===== config.mk =====
export PLATFORM = sky130hd
export DESIGN_NAME = up_down_autoreload_timer_core
export DESIGN_NICKNAME = d
export VERILOG_FILES = /design/src/hdl/udt_pkg.sv /design/src/hdl/up_down_autoreload_timer_core.sv
export VERILOG_INCLUDE_DIRS = /design/src /design/src/hdl
export SDC_FILE = /design/constraint.sdc
export NUM_CORES = 1
export LEC_CHECK = 0
export BUFFER_PORTS_ARGS = -buffer_cell sky130_fd_sc_hd__buf_2
export CAP_MARGIN = 20
export CORE_ASPECT_RATIO = 1.5
export CORE_UTILIZATION = 44
export CTS_CLUSTER_SIZE = 10
export DETAILED_ROUTE_END_ITERATION = 6
export SYNTH_ARGS = -nofsm -noshare
export SYNTH_HDL_FRONTEND = slang
export SYNTH_SLANG_ARGS = --single-unit

===== constraint.sdc =====
create_clock -name clk -period 6.14 [get_ports clk]
set_input_delay 0.307 -clock clk [delete_from_list [all_inputs] [get_ports clk]]
set_output_delay 0.307 -clock clk [all_outputs]
set_load 0.1 [all_outputs]

===== src/hdl/up_down_autoreload_timer_core_defines.svh =====
// assertion macros for the up/down auto-reload timer
`ifndef UP_DOWN_AUTORELOAD_TIMER_CORE_DEFINES_SVH
`define UP_DOWN_AUTORELOAD_TIMER_CORE_DEFINES_SVH

// condition holds at every edge out of reset
`define UDT_ASSERT_ALWAYS(lbl, cond, msg) \
  lbl: assert property (@(posedge clk) disable iff (rst) (cond)) else $error(msg);

// consequent holds in the same cycle as the antecedent
`define UDT_ASSERT_IMP(lbl, ante, cons, msg) \
  lbl: assert property (@(posedge clk) disable iff (rst) (ante) |-> (cons)) else $error(msg);

// consequent holds in the cycle after the antecedent
`define UDT_ASSERT_NEXT(lbl, ante, cons, msg) \
  lbl: assert property (@(posedge clk) disable iff (rst) (ante) |=> (cons)) else $error(msg);

`endif


===== src/hdl/udt_pkg.sv =====
// shared types and constants of the up/down auto-reload timer
package udt_pkg;

  typedef enum logic [1:0] {
    FUNC_TICK  = 2'd0,
    FUNC_READ  = 2'd1,
    FUNC_WRITE = 2'd2
  } func_t;

  localparam int IDX_W = 8;
  localparam int DATA_W = 32;
  localparam int CTL_W = 10;
  localparam int REP_W = 8;
  localparam int CFG_W = 2;
  localparam int NUM_MISC = 8;
  localparam int NUM_CMP = 4;
  localparam int NUM_CHANNELS = 4;

  // enabled flags that drive the interrupt: update plus one per channel
  localparam logic [DATA_W-1:0] IRQ_MASK =
    DATA_W'((64'd1 << (NUM_CHANNELS + 1)) - 64'd1);

  // control bit positions
  localparam int CTL_EN = 0;
  localparam int CTL_UPDIS = 1;
  localparam int CTL_SPM = 3;
  localparam int CTL_DOWN = 4;

  // register word offsets
  localparam logic [IDX_W-1:0] REG_CTL0 = 8'd0;
  localparam logic [IDX_W-1:0] REG_CTL1 = 8'd1;
  localparam logic [IDX_W-1:0] REG_SMCFG = 8'd2;
  localparam logic [IDX_W-1:0] REG_IRQEN = 8'd3;
  localparam logic [IDX_W-1:0] REG_FLAGS = 8'd4;
  localparam logic [IDX_W-1:0] REG_SWEVT = 8'd5;
  localparam logic [IDX_W-1:0] REG_CHCTL0 = 8'd6;
  localparam logic [IDX_W-1:0] REG_CHCTL1 = 8'd7;
  localparam logic [IDX_W-1:0] REG_CHCTL2 = 8'd8;
  localparam logic [IDX_W-1:0] REG_COUNT = 8'd9;
  localparam logic [IDX_W-1:0] REG_PSC = 8'd10;
  localparam logic [IDX_W-1:0] REG_RELOAD = 8'd11;
  localparam logic [IDX_W-1:0] REG_REPEAT = 8'd12;
  localparam logic [IDX_W-1:0] REG_CMP0 = 8'd13;
  localparam logic [IDX_W-1:0] REG_CMP3 = 8'd16;
  localparam logic [IDX_W-1:0] REG_CCHP = 8'd17;
  localparam logic [IDX_W-1:0] REG_DMACFG = 8'd18;
  localparam logic [IDX_W-1:0] REG_DMATB = 8'd19;
  localparam logic [IDX_W-1:0] REG_CFG = 8'd63;

endpackage


===== src/hdl/up_down_autoreload_timer_core.sv =====
// up/down auto-reload timer core: register file, prescaler and counter
// path: a word is captured in the input register, then its result in the result register
// throughput: one tick, read or write per cycle; a result waiting in the output
//   register does not block the input register, only a full pair stalls
// reset: synchronous, clears the valid flags and timer state, reload goes to all ones
`include "up_down_autoreload_timer_core_defines.svh"

module up_down_autoreload_timer_core #(
  parameter int COUNTER_WIDTH = 16
) (
  input  logic                      clk,
  input  logic                      rst,
  input  logic                      in_valid,
  output logic                      in_stall,
  input  logic [1:0]                func,
  input  logic [udt_pkg::IDX_W-1:0] word_index,
  input  logic [udt_pkg::DATA_W-1:0] write_data,
  output logic                      out_valid,
  input  logic                      out_stall,
  output logic [udt_pkg::DATA_W-1:0] read_data,
  output logic                      irq_level
);
  import udt_pkg::*;

  localparam int CW = COUNTER_WIDTH;

  // input register
  logic              s_valid;
  func_t             s_func;
  logic [IDX_W-1:0]  s_index;
  logic [DATA_W-1:0] s_data;

  // handshake control
  logic out_free;
  logic in_free;
  logic go;

  // timer state
  logic [CTL_W-1:0]  ctl, ctl_next;
  logic [DATA_W-1:0] misc [NUM_MISC];
  logic [DATA_W-1:0] misc_next [NUM_MISC];
  logic [DATA_W-1:0] irq_en, irq_en_next;
  logic [DATA_W-1:0] flags, flags_next;
  logic [CW-1:0]     saved_cnt, saved_cnt_next;
  logic [CW-1:0]     psc, psc_next;
  logic [CW-1:0]     reload, reload_next;
  logic [REP_W-1:0]  rep, rep_next;
  logic [CW-1:0]     cmp [NUM_CMP];
  logic [CW-1:0]     cmp_next [NUM_CMP];
  logic [CFG_W-1:0]  cfg, cfg_next;
  logic [CW-1:0]     phase, phase_next;
  logic [CW-1:0]     pos, pos_next;

  // datapath helpers
  logic [CW-1:0]     shown_cnt;
  logic [CW-1:0]     wr_cnt;
  logic [CW-1:0]     wr_clamped;
  logic [1:0]        cmp_sel;
  logic [DATA_W-1:0] rd_next;
  logic              irq_next;

  // output stage takes a new word when empty or when its word leaves;
  // input stage refills when empty or when its word moves on
  assign out_free = !out_valid || !out_stall;
  assign in_free  = !s_valid || out_free;
  assign in_stall = !in_free;
  assign go       = s_valid && out_free;

  always_ff @(posedge clk) begin
    if (rst) begin
      s_valid <= 1'b0;
    end else if (in_free) begin
      s_valid <= in_valid;
    end
  end

  always_ff @(posedge clk) begin
    if (in_valid && in_free) begin
      s_func  <= func_t'(func);
      s_index <= word_index;
      s_data  <= write_data;
    end
  end

  // count as software sees it: frozen copy when stopped, zero with a zero reload,
  // reload minus position when counting down, so both directions wrap together
  always_comb begin
    if (!ctl[CTL_EN]) begin
      shown_cnt = saved_cnt;
    end else if (reload == '0) begin
      shown_cnt = '0;
    end else if (ctl[CTL_DOWN]) begin
      shown_cnt = reload - pos;
    end else begin
      shown_cnt = pos;
    end
  end

  // a written count sets the running position clamped to the reload rather than reduced
  assign wr_cnt     = s_data[CW-1:0];
  assign wr_clamped = (wr_cnt > reload) ? reload : wr_cnt;
  assign cmp_sel    = 2'(s_index - REG_CMP0);

  // next state and read data for the word in the input register
  always_comb begin
    ctl_next       = ctl;
    misc_next      = misc;
    irq_en_next    = irq_en;
    flags_next     = flags;
    saved_cnt_next = saved_cnt;
    psc_next       = psc;
    reload_next    = reload;
    rep_next       = rep;
    cmp_next       = cmp;
    cfg_next       = cfg;
    phase_next     = phase;
    pos_next       = pos;
    rd_next        = '0;

    if (go) begin
      unique case (s_func)
        FUNC_TICK: begin
          if (ctl[CTL_EN] && (reload != '0)) begin
            if (phase < psc) begin
              phase_next = phase + 1'b1;
            end else begin
              phase_next = '0;
              if (pos < reload) begin
                pos_next = pos + 1'b1;
              end else begin
                // wrap: update flag, and single pulse stops the counter
                pos_next      = '0;
                flags_next[0] = 1'b1;
                if (ctl[CTL_SPM]) begin
                  ctl_next[CTL_EN] = 1'b0;
                  saved_cnt_next   = ctl[CTL_DOWN] ? reload : '0;
                end
              end
            end
          end
        end

        FUNC_READ: begin
          unique case (s_index) inside
            REG_CTL0:            rd_next = DATA_W'(ctl);
            REG_CTL1:            rd_next = misc[0];
            REG_SMCFG:           rd_next = misc[1];
            REG_IRQEN:           rd_next = irq_en;
            REG_FLAGS:           rd_next = flags;
            REG_CHCTL0:          rd_next = misc[2];
            REG_CHCTL1:          rd_next = misc[3];
            REG_CHCTL2:          rd_next = misc[4];
            REG_COUNT:           rd_next = DATA_W'(shown_cnt);
            REG_PSC:             rd_next = DATA_W'(psc);
            REG_RELOAD:          rd_next = DATA_W'(reload);
            REG_REPEAT:          rd_next = DATA_W'(rep);
            [REG_CMP0:REG_CMP3]: rd_next = DATA_W'(cmp[cmp_sel]);
            REG_CCHP:            rd_next = misc[5];
            REG_DMACFG:          rd_next = misc[6];
            REG_DMATB:           rd_next = misc[7];
            REG_CFG:             rd_next = DATA_W'(cfg);
            default:             rd_next = '0;
          endcase
        end

        FUNC_WRITE: begin
          unique case (s_index) inside
            REG_CTL0: begin
              ctl_next = s_data[CTL_W-1:0];
              if (s_data[CTL_EN] && !ctl[CTL_EN]) begin
                // enable edge restarts the count
                pos_next   = '0;
                phase_next = '0;
              end else if (!s_data[CTL_EN] && ctl[CTL_EN]) begin
                // disable edge freezes the count last shown
                saved_cnt_next = shown_cnt;
              end
            end
            REG_CTL1:   misc_next[0] = s_data;
            REG_SMCFG:  misc_next[1] = s_data;
            REG_IRQEN:  irq_en_next = s_data;
            REG_FLAGS:  flags_next = flags & s_data;
            REG_SWEVT: begin
              if (s_data[0]) begin
                pos_next       = '0;
                phase_next     = '0;
                saved_cnt_next = '0;
                if (!ctl[CTL_UPDIS]) begin
                  flags_next[0] = 1'b1;
                end
              end
            end
            REG_CHCTL0: misc_next[2] = s_data;
            REG_CHCTL1: misc_next[3] = s_data;
            REG_CHCTL2: misc_next[4] = s_data;
            REG_COUNT: begin
              saved_cnt_next = wr_cnt;
              if (ctl[CTL_EN]) begin
                pos_next   = ctl[CTL_DOWN] ? (reload - wr_clamped) : wr_clamped;
                phase_next = '0;
              end
            end
            REG_PSC:    psc_next = s_data[CW-1:0];
            REG_RELOAD: begin
              reload_next = s_data[CW-1:0];
              if (pos > s_data[CW-1:0]) begin
                pos_next = s_data[CW-1:0];
              end
            end
            REG_REPEAT: rep_next = s_data[REP_W-1:0];
            [REG_CMP0:REG_CMP3]: cmp_next[cmp_sel] = s_data[CW-1:0];
            REG_CCHP:   misc_next[5] = s_data;
            REG_DMACFG: misc_next[6] = s_data;
            REG_DMATB:  misc_next[7] = s_data;
            REG_CFG:    cfg_next = s_data[CFG_W-1:0];
            default: begin
            end
          endcase
        end

        default: begin
        end
      endcase
    end
  end

  // interrupt level reflects the state after this word
  assign irq_next = |(irq_en_next & flags_next & IRQ_MASK);

  always_ff @(posedge clk) begin
    if (rst) begin
      ctl       <= '0;
      misc      <= '{default: '0};
      irq_en    <= '0;
      flags     <= '0;
      saved_cnt <= '0;
      psc       <= '0;
      reload    <= '1;
      rep       <= '0;
      cmp       <= '{default: '0};
      cfg       <= '0;
      phase     <= '0;
      pos       <= '0;
    end else begin
      ctl       <= ctl_next;
      misc      <= misc_next;
      irq_en    <= irq_en_next;
      flags     <= flags_next;
      saved_cnt <= saved_cnt_next;
      psc       <= psc_next;
      reload    <= reload_next;
      rep       <= rep_next;
      cmp       <= cmp_next;
      cfg       <= cfg_next;
      phase     <= phase_next;
      pos       <= pos_next;
    end
  end

  // result register
  always_ff @(posedge clk) begin
    if (rst) begin
      out_valid <= 1'b0;
    end else if (out_free) begin
      out_valid <= s_valid;
    end
  end

  always_ff @(posedge clk) begin
    if (go) begin
      read_data <= rd_next;
      irq_level <= irq_next;
    end
  end

  // position never runs past the reload value
  `UDT_ASSERT_ALWAYS(a_pos_within_reload, pos <= reload, "count position above reload")
  // a word leaving the input register always lands in the result register
  `UDT_ASSERT_NEXT(a_word_reaches_output, go, out_valid, "word lost between stages")
  // the counter is only started by a control write
  `UDT_ASSERT_IMP(a_enable_by_write, $rose(ctl[CTL_EN]),
    $past(go && (s_func == FUNC_WRITE) && (s_index == REG_CTL0)), "enable without write")

endmodule

# == Word level (Yosys, flattened, before mapping) ==
# Index checks and enable logic that the tools add are counted.
# totals
reg_bits,561
inputBits,46
output_inout_bits,35
wordCells,170
# op_classes
addsub,5
magnitude_cmp,8
eq_ne,31
muxes,54
bitwise_logic,3
n_reduce_logical,39
# ops
operator,n
32-bit case mux with 17 select lines,1
16-bit two-way mux,25
32-bit two-way mux,4
16-bit case mux with 2 select lines,3
16-bit case mux with 3 select lines,2
64-bit bitwise mux,1
16-bit case mux with 4 select lines,1
31-bit two-way mux,2
3-bit AND reduction,14
"8-bit by 4-bit equality test with 1-bit output, second input constant",5
"16-bit by 1-bit adder with 16-bit output, second input constant",2
32-bit AND,1
16-bit binary-select mux with 2-bit select,1
16-bit demux with 2-bit select,1
"8-bit by 3-bit equality test with 1-bit output, second input constant",4
16-bit > comparator,2
16-bit less-than comparator,2
16-bit subtractor,2
"8-bit by 5-bit equality test with 1-bit output, second input constant",3
"3-bit inequality test, second input constant",6
"8-bit by 2-bit equality test with 1-bit output, second input constant",2
16-bit zero test,1
16-bit nonzero test,1
7-bit AND reduction,2
other kinds (25),52

# == Longest topological paths before layout ==
# Gate-level depths: netlist (run 1).
# depth
ltp_word,8
ltp_mapped,23
mapped_depth_nobuf,20

# == Worst setup path after synthesis (run 1) ==
# No wires, ideal clock.
# synth_timing
kind,reg-to-reg
start,register reload[12]
end,register pos[14]
setup_time_ns,0.115
t_arrival_ns,4.574
t_required_ns,6.025
setup_slack_ns,1.451
stages_incl_launch_ff,23
path_buffers,3
period_less_slack_ns,4.689
path_cell_list,dfxtp_1 > inv_1 > ha_1 > and3_1 > a22oi_1 > and3b_1 > nand4bb_1 > nand2_1 > clkbuf_1 > clkbuf_1 > buf_1 > o21ai_0 > ha_1 > fa_1 > nor2b_1 > o21a_1 > o21ai_0 > a2111oi_0 > o31a_1 > a221oi_1 > xor2_1 > o21ai_0 > o21a_1
# synth_between
elab_chain_cells,7
elab_cells_between_ends,15
cone_classes,1 x add/sub; 2 x order compare; 1 x eq/ne; 8 x mux; 3 x reduce/logical
# synth_rtl
item,line,text
start: declaration,up_down_autoreload_timer_core.sv:46,"logic [CW-1:0] reload, reload_next;"
start signal: assignment,up_down_autoreload_timer_core.sv:251,reload <= reload_next;
16-bit > comparator,up_down_autoreload_timer_core.sv:101,assign wr_clamped = (wr_cnt > reload) ? reload : wr_cnt;
16-bit two-way mux,up_down_autoreload_timer_core.sv:101,
16-bit subtractor,up_down_autoreload_timer_core.sv:199,pos_next = ctl[CTL_DOWN] ? (reload - wr_clamped) : wr_clamped;
16-bit two-way mux,up_down_autoreload_timer_core.sv:199,
16-bit two-way mux,up_down_autoreload_timer_core.sv:198,if (ctl[CTL_EN]) begin
16-bit case mux with 4 select lines,up_down_autoreload_timer_core.sv:167,unique case (s_index) inside
16-bit case mux with 2 select lines,up_down_autoreload_timer_core.sv:121,unique case (s_func)
end signal: assignment,up_down_autoreload_timer_core.sv:256,pos <= pos_next;
end: declaration,up_down_autoreload_timer_core.sv:52,"logic [CW-1:0] pos, pos_next;"
# Several ways; a longest one is shown, not always the timed one. The select of a mux whose other input is x is not followed.
# A chain may end at the register's enable or synchronous reset.

# == Worst setup path after layout (run 1) ==
# Ends and elaborated chain as after synthesis.

==> results of run 1 <==
==> path summary, 6_finish.rpt <==
check / depth (start not counted) / slack (ns) / to / start
min: 2 / 0.29 / misc[96]$_SDFFE_PP0P_ / rst
max: 20 / 1.03 / pos[14]$_SDFFE_PP0P_ / reload[12]$_SDFFE_PP1P_
max reg2reg: 20 / 1.03 / pos[14]$_SDFFE_PP0P_ / reload[12]$_SDFFE_PP1P_
min reg2reg: 1 / 0.44 / flags[27]$_SDFFE_PP0P_ / flags[27]$_SDFFE_PP0P_
==> cell type report <==
cell class / instances / area, um2
clock buffer: 95 / 1900
sequential: 561 / 12000
inverter: 84 / 315
clock inverter: 5 / 63.8
tap: 777 / 972
timing repair buffer: 228 / 1650
fill: 5529 / 29100
multi-input combinational: 2258 / 13100
==> cell usage in the layout, fill, tap and decap left out, types with 45 or more instances in the layout <==
cell       count
a21oi_1      474
a221oi_1      45
a222oi_1      72
a22oi_1       46
buf_2         82
buf_4         95
clkbuf_16     72
dfxtp_1      486
edfxtp_1      75
ha_1          86
inv_1         81
nand2_1      857
nor2_1       109
o21ai_0       53
==> synth_stat cells (7+ instances only) <==
library cell / n / area [um2]
nand2_1: 857 / 3220
mux2i_1: 14 / 140
and2_1: 8 / 50.1
or2_2: 8 / 50.1
a222oi_1: 72 / 721
a221oi_1: 45 / 394
xnor2_1: 20 / 175
a21oi_1: 474 / 2370
dfxtp_1: 486 / 9730
nor3_1: 36 / 180
and3_1: 15 / 93.8
o211a_1: 34 / 340
xor2_1: 13 / 114
o21ai_0: 53 / 265
buf_1: 15 / 56.3
clkbuf_1: 236 / 886
nand3_1: 21 / 105
edfxtp_1: 75 / 2250
nor2b_1: 17 / 106
nand4_1: 33 / 206
a31oi_1: 28 / 175
nand2b_1: 12 / 75.1
mux4_2: 16 / 360
nor4_1: 7 / 43.8
a22o_1: 34 / 298
o21a_1: 13 / 97.6
nor2_1: 116 / 435
a22oi_1: 46 / 345
a21o_1: 23 / 173
or3_1: 12 / 75.1
inv_1: 81 / 304
buf_2: 10 / 50.1
ha_1: 86 / 1080
o311ai_0: 16 / 140
o32ai_1: 14 / 123
a2111oi_0: 9 / 78.8
a211oi_1: 19 / 143
==> power by group through the flow <==
stage | Combinational (uW) | Sequential (uW) | Clock (uW)
6_report | 468 | 3800 | 3700
3_5_place_dp | 434 | 3880 | 0
5_1_grt | 489 | 3800 | 3880
4_1_cts | 457 | 3800 | 3740
3_3_place_gp | 431 | 3880 | 0
2_1_floorplan | 231 | 3920 | 0
==> logic make-up after synthesis <==
kind of cell,synth area share (%)
and+or+nand+nor,18.4
AOI/OAI and AO/OA,23.7
DFF,45.5
buffers and inverters,5.10
adders and majority gates,4.24
xor gates and xnor gates,1.10
muxes,1.90
==> stage by stage <==
stage	area (um2)	total power [uW]	hold WS (ns)	utilization, %
2_1_floorplan	26300	4150	0.406	-
3_3_place_gp	27500	4310	0.432	46.6
3_5_place_dp	27600	4310	0.438	46.7
4_1_cts	30000	8000	0.260	50.7
5_1_grt	30000	8170	0.318	50.8
6_report	30000	7970	0.289	50.8
==> flip-flops by register name, summed over array words and instances, names as in the netlist, 2 cells and up <==
signal	count
s_data	32
cfg	2
reload	16
rep	8
pos	16
saved_cnt	16
s_func	2
cmp	64
ctl	10
flags	32
read_data	32
misc	256
psc	16
irq_en	32
phase	16
s_index	8
==> layer usage <==
layer | wire, um | vias up | part of all wire [%] | track usage [%]
li1 | - | 11318 | - | -
met1 | 38800 | 12190 | 36 | 39.9
met2 | 50500 | 1424 | 47 | 58.4
met3 | 8580 | 406 | 7.9 | 5.61
met4 | 10200 | 2 | 9.4 | 30.2
met5 | 11 | - | 0.010 | 0
==> metrics.cfg, run 1 <==
[critical_path]
cpMostUsedCell = o21ai_0
start_kind = register
cp_slowest_stage_delay_ns = 0.68
critical_path_class = register to register
worstPathMaxFanout = 9
path_cells = inv_1 > ha_1 > and3_1 > a22oi_1 > and3b_1 > a221oi_1 > nand2_1 > nand2_1 > o21ai_0 > ha_1 > fa_1 > nor2b_1 > o21a_1 > o21ai_0 > a2111oi_0 > o31a_1 > a221oi_1 > xor2_1 > o21ai_0 > o21a_1
cp.required_ns = 6.66
arrival_ns = 5.62
cp-end-kind = register
critPathBufInv = 1
crit_slowest_cell = a2111oi_0
crit_family = compound AO/OA/AOI/OAI gates

[die]
ios = 81
core_area_um2 = 59100
rows = 109
dieArea_um2 = 60800
die_w_um = 202
fp.dieH_um = 301
initial_core_util_pct = 44.5

[clocking]
path_clk_slew_ns = 0.06
cts_tree = built
cts_root_buf = clkbuf_16
postCtsSetupBuffers = 0
cts_htree_levels = 3
numCtsBuffers = 67
cts_resized = 0
cts_hold_buf = 44
clk_latency_ns = 0.62
clk_path_buf_depth = 3
clock-sinks = 561

[global_route]
grt_pass1_wl_um = 159000
overflow = 0
track_usage_pct = 35.3
grt_max_degree = 229
antenna_found_initial = 1
grt_pass1_vias = 24789

[drt]
drt-initial-drc-count = 2844
drc = 2
drtPass1Iterations = 7
routed_via_density = 6.32
vias = 25340
wirelength_um = 108000
routedWlPerCell_um = 26.9
ant_nets = 0

[placement]
dp.cells = 3861
dp_hpwl_um = 71000
post-place-ws_ns = 1.08
place_congestion = 0.960
portBuffers = 80

[yosys]
synth_top_flop_cell = dfxtp_1
synth_edf_count = 75
synth_cells = 3168
ys_warn_count = 0
avgSynthCellArea_um2 = 8.30
postSynth.asyncResetShare_pct = 0
seq_area_frac_synth_pct = 45.5
syn_area_um2 = 26300
synth_nets = 3302
ys_seq_elements = 561
ys_types = 82

[worst_hold_path]
hp-class = primary input to register

[timing]
timing.final.crit_share_pct = 83.2
finalHoldViolations = 0
maxSlewHeadroom_pct = 20.1
skew_ns = 0.0184
fmax_ghz = 0.196
drv_slew = 0
setup_viol_count_final = 0
worst_slack_ns = 1.03
rsz0062_at_grt = false
tightest_slew_ns = 1.19
fin_crit_ns = 5.11
fin_tns_setup_ns = 0

[power_and_ir_drop]
powerDensity_nw_per_um2 = 266
seq_power_share_pct = 47.7
switching_share_pct = 24.6
p_leak_uw = 0.0105
peakVddDrop_mv = 0.227
p_int_uw = 6010
combPwrFrac_pct = 5.9
p_switching_uw = 1960
pwr-share-clk_pct = 46.4

[cells_and_area]
nNetsFinal = 3334
layout.cells.non_filler = 4008
num_antenna_cells = 0
area_growth_pct = 14.0
drive_above_1_share_pct = 9.97

[job]
cap_violations = 0

[outcome]
status = finished with violations
violations = design-rule violations

(Power assumes the default switching activity.)
==> inputs of run 2 (changes only) <==
ABC_AREA = 1   (was default)
clock period = 4.3 ns   (was 6.14 ns; I/O delays follow)
==> run 2 against run 1 <==
Against the previous run: the flow now finishes without violations; total power rose by 42%; sequential share of layout area decreased by 0.98 points; die area grew 2.5%; register-to-register slack worse by 0.53 ns; critical path depth up 5; maximum frequency up 34%; first-iteration DRC count is 32% lower; worst hold slack worse by 0.023 ns; critical path type unchanged; largest power group unchanged.
==> metrics.cfg, run 2 <==
[global_route]
globalRoute.busiestLayer = met2
antenna_found_initial = 1  ; unchanged
use_met1_pct = 36.8  ; -3.1 points
grt_pass1_vias = 24280  ; -2.1%
grt_pass1_wl_um = 152000  ; -4.9%
grt_max_degree = 174  ; -24%
grt_use_met3_pct = 4.46  ; -1.2 points
track_usage_pct = 32.5  ; -2.8 points
grt_util_met2_pct = 56.1  ; -2.3 points
overflow = 0  ; unchanged

[cells_and_area]
largest_register_ffs = 256  ; unchanged
layout_commonest_cell = nand2_1
regMostFlops = misc
final_cell_mix = nand2_1, a21oi_1, dfxtp_1
nNetsFinal = 3763  ; +13%
layout.cells.non_filler = 4448  ; +11%
area_growth_pct = 14.0  ; about the same
largest_registers = misc (256), cmp (64)
drive_above_1_share_pct = 9.28  ; -0.68 points

[yosys]
synthSimpleGateAreaFrac_pct = 16.5  ; -2.0 points
synth_compound_area_share_pct = 25.8  ; +2.2 points
synth_xor_area_share_pct = 0.682  ; -0.42 points
synthTopCellsByCount = nand2_1, a21oi_1, dfxtp_1
seq_area_frac_synth_pct = 44.4  ; -1.1 points
avgSynthCellArea_um2 = 7.61  ; -8.3%
synth_nets = 3677  ; +11%
synthMuxAreaShare_pct = 0  ; -1.9 points
postSynth.asyncResetShare_pct = 0  ; unchanged
yosysTopAreaCell = dfxtp_1
synth_most_common_cell = nand2_1
synth_edf_count = 75  ; unchanged
synth.area.top_cells = dfxtp_1, a21oi_1, o21ai_0, edfxtp_1, nand2_1
synth_top_family_by_area = compound AO/OA/AOI/OAI gates
ys_seq_elements = 561  ; unchanged
syn_area_um2 = 27000  ; +2.5%
synth_top_flop_cell = dfxtp_1
ys_types = 57  ; -30%
synth_cells = 3543  ; +12%
ys_warn_count = 0  ; unchanged
synth_top_area_share_pct = 36.1  ; -0.91 points
synth_fa_ha_area_share_pct = 4.14  ; -0.10 points

[drt]
ant_nets = 0  ; unchanged
drc = 0  ; -2
routed_via_density = 5.71  ; -9.6%
vias = 25418  ; +0.31%
drtPass1Iterations = 6  ; -1
routedWlPerCell_um = 22.8  ; -15%
wirelength_um = 102000  ; -5.9%
drt-initial-drc-count = 1932  ; -32%

[timing]
fin_crit_ns = 3.80  ; -1.31 ns
setup_viol_count_final = 0  ; unchanged
maxSlewHeadroom_pct = 36.2  ; +16 points
finalHoldViolations = 0  ; unchanged
skew_ns = 0.0188  ; +0.000392 ns
fmax_ghz = 0.263  ; +34%
fin_tns_setup_ns = 0  ; unchanged
drv_slew = 0  ; unchanged
timing.final.crit_share_pct = 88.4  ; +5.2 points
tightest_slew_ns = 0.958  ; -0.229 ns
rsz0062_at_grt = false

[die]
ios = 81  ; unchanged
die_w_um = 204  ; +1.2%
core_area_um2 = 60300  ; +2.1%
fp.dieH_um = 305  ; +1.2%
dieArea_um2 = 62300  ; +2.5%
rows = 110  ; +0.92%
initial_core_util_pct = 44.7  ; +0.19 points

[critical_path]
critical_path_class = register to register
cp_slowest_stage_delay_ns = 0.46  ; -0.22 ns
cpMostUsedCell = nand2_1
crit_slowest_cell = dfxtp_1
arrival_ns = 4.26  ; -1.36 ns
cp.required_ns = 4.76  ; -1.90 ns
critPathBufInv = 5  ; +4
start_kind = register
crit_family = simple AND/OR/NAND/NOR gates
cp-end-kind = register
worstPathMaxFanout = 11  ; +2

[power_and_ir_drop]
pwr-share-clk_pct = 45.0  ; -1.4 points
seq_power_share_pct = 47.6  ; about the same
p_switching_uw = 2830  ; +45%
powerDensity_nw_per_um2 = 369  ; +39%
p_int_uw = 8520  ; +42%
combPwrFrac_pct = 7.4  ; +1.5 points
p_leak_uw = 0.0126  ; +20%
switching_share_pct = 24.9  ; +0.38 points
peakVddDrop_mv = 0.369  ; +62%

[clocking]
numCtsBuffers = 66  ; -1.5%
clk_latency_ns = 0.60  ; -0.02 ns
cts_root_buf = clkbuf_16
path_clk_slew_ns = 0.06  ; about the same
cts_tree = built
clk_path_buf_depth = 3  ; unchanged
clock-sinks = 561  ; unchanged
postCtsSetupBuffers = 0  ; unchanged
cts_htree_levels = 3  ; unchanged

[outcome]
status = finished clean

[placement]
dp_hpwl_um = 70700  ; -0.49%
portBuffers = 80  ; unchanged
place_congestion = 0.984  ; +2.5%
dp.cells = 4301  ; +11%

[worst_hold_path]
hp-class = primary input to register

[job]
cap_violations = 0  ; unchanged

-- run 2: cell count changes after synthesis, moves of 40 or more --
| cell | delta |
|---|---|
| a222oi_1 | -72 |
| clkbuf_1 | -73 |
| nand2_1 | -285 |
| inv_1 | +230 |
| nand3_1 | +143 |
| o211ai_1 | +48 |
| o21ai_0 | +408 |
| buf_2 | +40 |
| a21oi_1 | +94 |
| nor2_1 | +65 |
-- run 2: logic make-up after synthesis --
family	Yosys count
AO/OA/AOI/OAI	1269
XOR/XNOR	21
adder cells (fa/ha/maj)	88
buffers and inverters	580
flip-flops	561
AND/OR/NAND/NOR	1024
-- run 2: area by class of cell --
type | count | area, um2
Clock inverter | 4 | 27.5
Inverter | 354 | 1340
Sequential cell | 561 | 12000
Tap cell | 784 | 981
Antenna cell | 2 | 5.00
Fill cell | 6025 | 29500
Timing Repair Buffer | 244 | 1800
Clock buffer | 97 | 1840
Multi-Input combinational cell | 2402 | 12800
-- run 2: final timing paths --
path                           from                      to  slack (ns)  depth (start not counted)
max reg2reg  reload[3]$_SDFFE_PP1P_     pos[9]$_SDFFE_PP0P_        0.50                         25
min                             rst  flags[26]$_SDFFE_PP0P_        0.27                          4
max          reload[3]$_SDFFE_PP1P_     pos[9]$_SDFFE_PP0P_        0.50                         25
min reg2reg    cmp[37]$_SDFFE_PP0P_    cmp[37]$_SDFFE_PP0P_        0.44                          2
-- run 2: power groups by stage --
stage / clock network, uW / logic (uW) / registers, uW
2_1_floorplan: 0 / 403 / 5590
3_3_place_gp: 0 / 801 / 5510
3_5_place_dp: 0 / 798 / 5510
4_1_cts: 5180 / 832 / 5400
5_1_grt: 5380 / 900 / 5400
6_report: 5100 / 845 / 5400
-- run 2: tightest hold or removal path: cells and delay by family --
family	cells	cell delay [ns]
buf+inv	3	0.40
compound gates	1	0.19
-- run 2: metal layers --
layer / vias up / part of all wire, %
li1: 12321 / -
met1: 11826 / 38
met2: 961 / 49
met3: 310 / 5.5
met4: 0 / 7.4
met5: - / 0
-- run 2: timing repair --
item / CTS / global route
resized for setup: 0 / 0
hold endpoints to repair: 44 / 0
hold buffers: 44 / 0
endpoints found under the setup margin: 0 / 0
-- run 2: stage by stage --
stage	hold slack [ns]	worst slack [ns]	cell area, um2	utilization [%]	total power [uW]
final	0.266	0.498	30700	51.0	11300
after global routing	0.313	0.107	30700	51.0	11700
after CTS	0.285	0.545	30700	51.0	11400
after detailed placement	0.393	0.554	28400	47.2	6310
after global placement	0.393	0.595	28400	47.2	6310
after floorplan	0.314	0.624	27000	-	5990
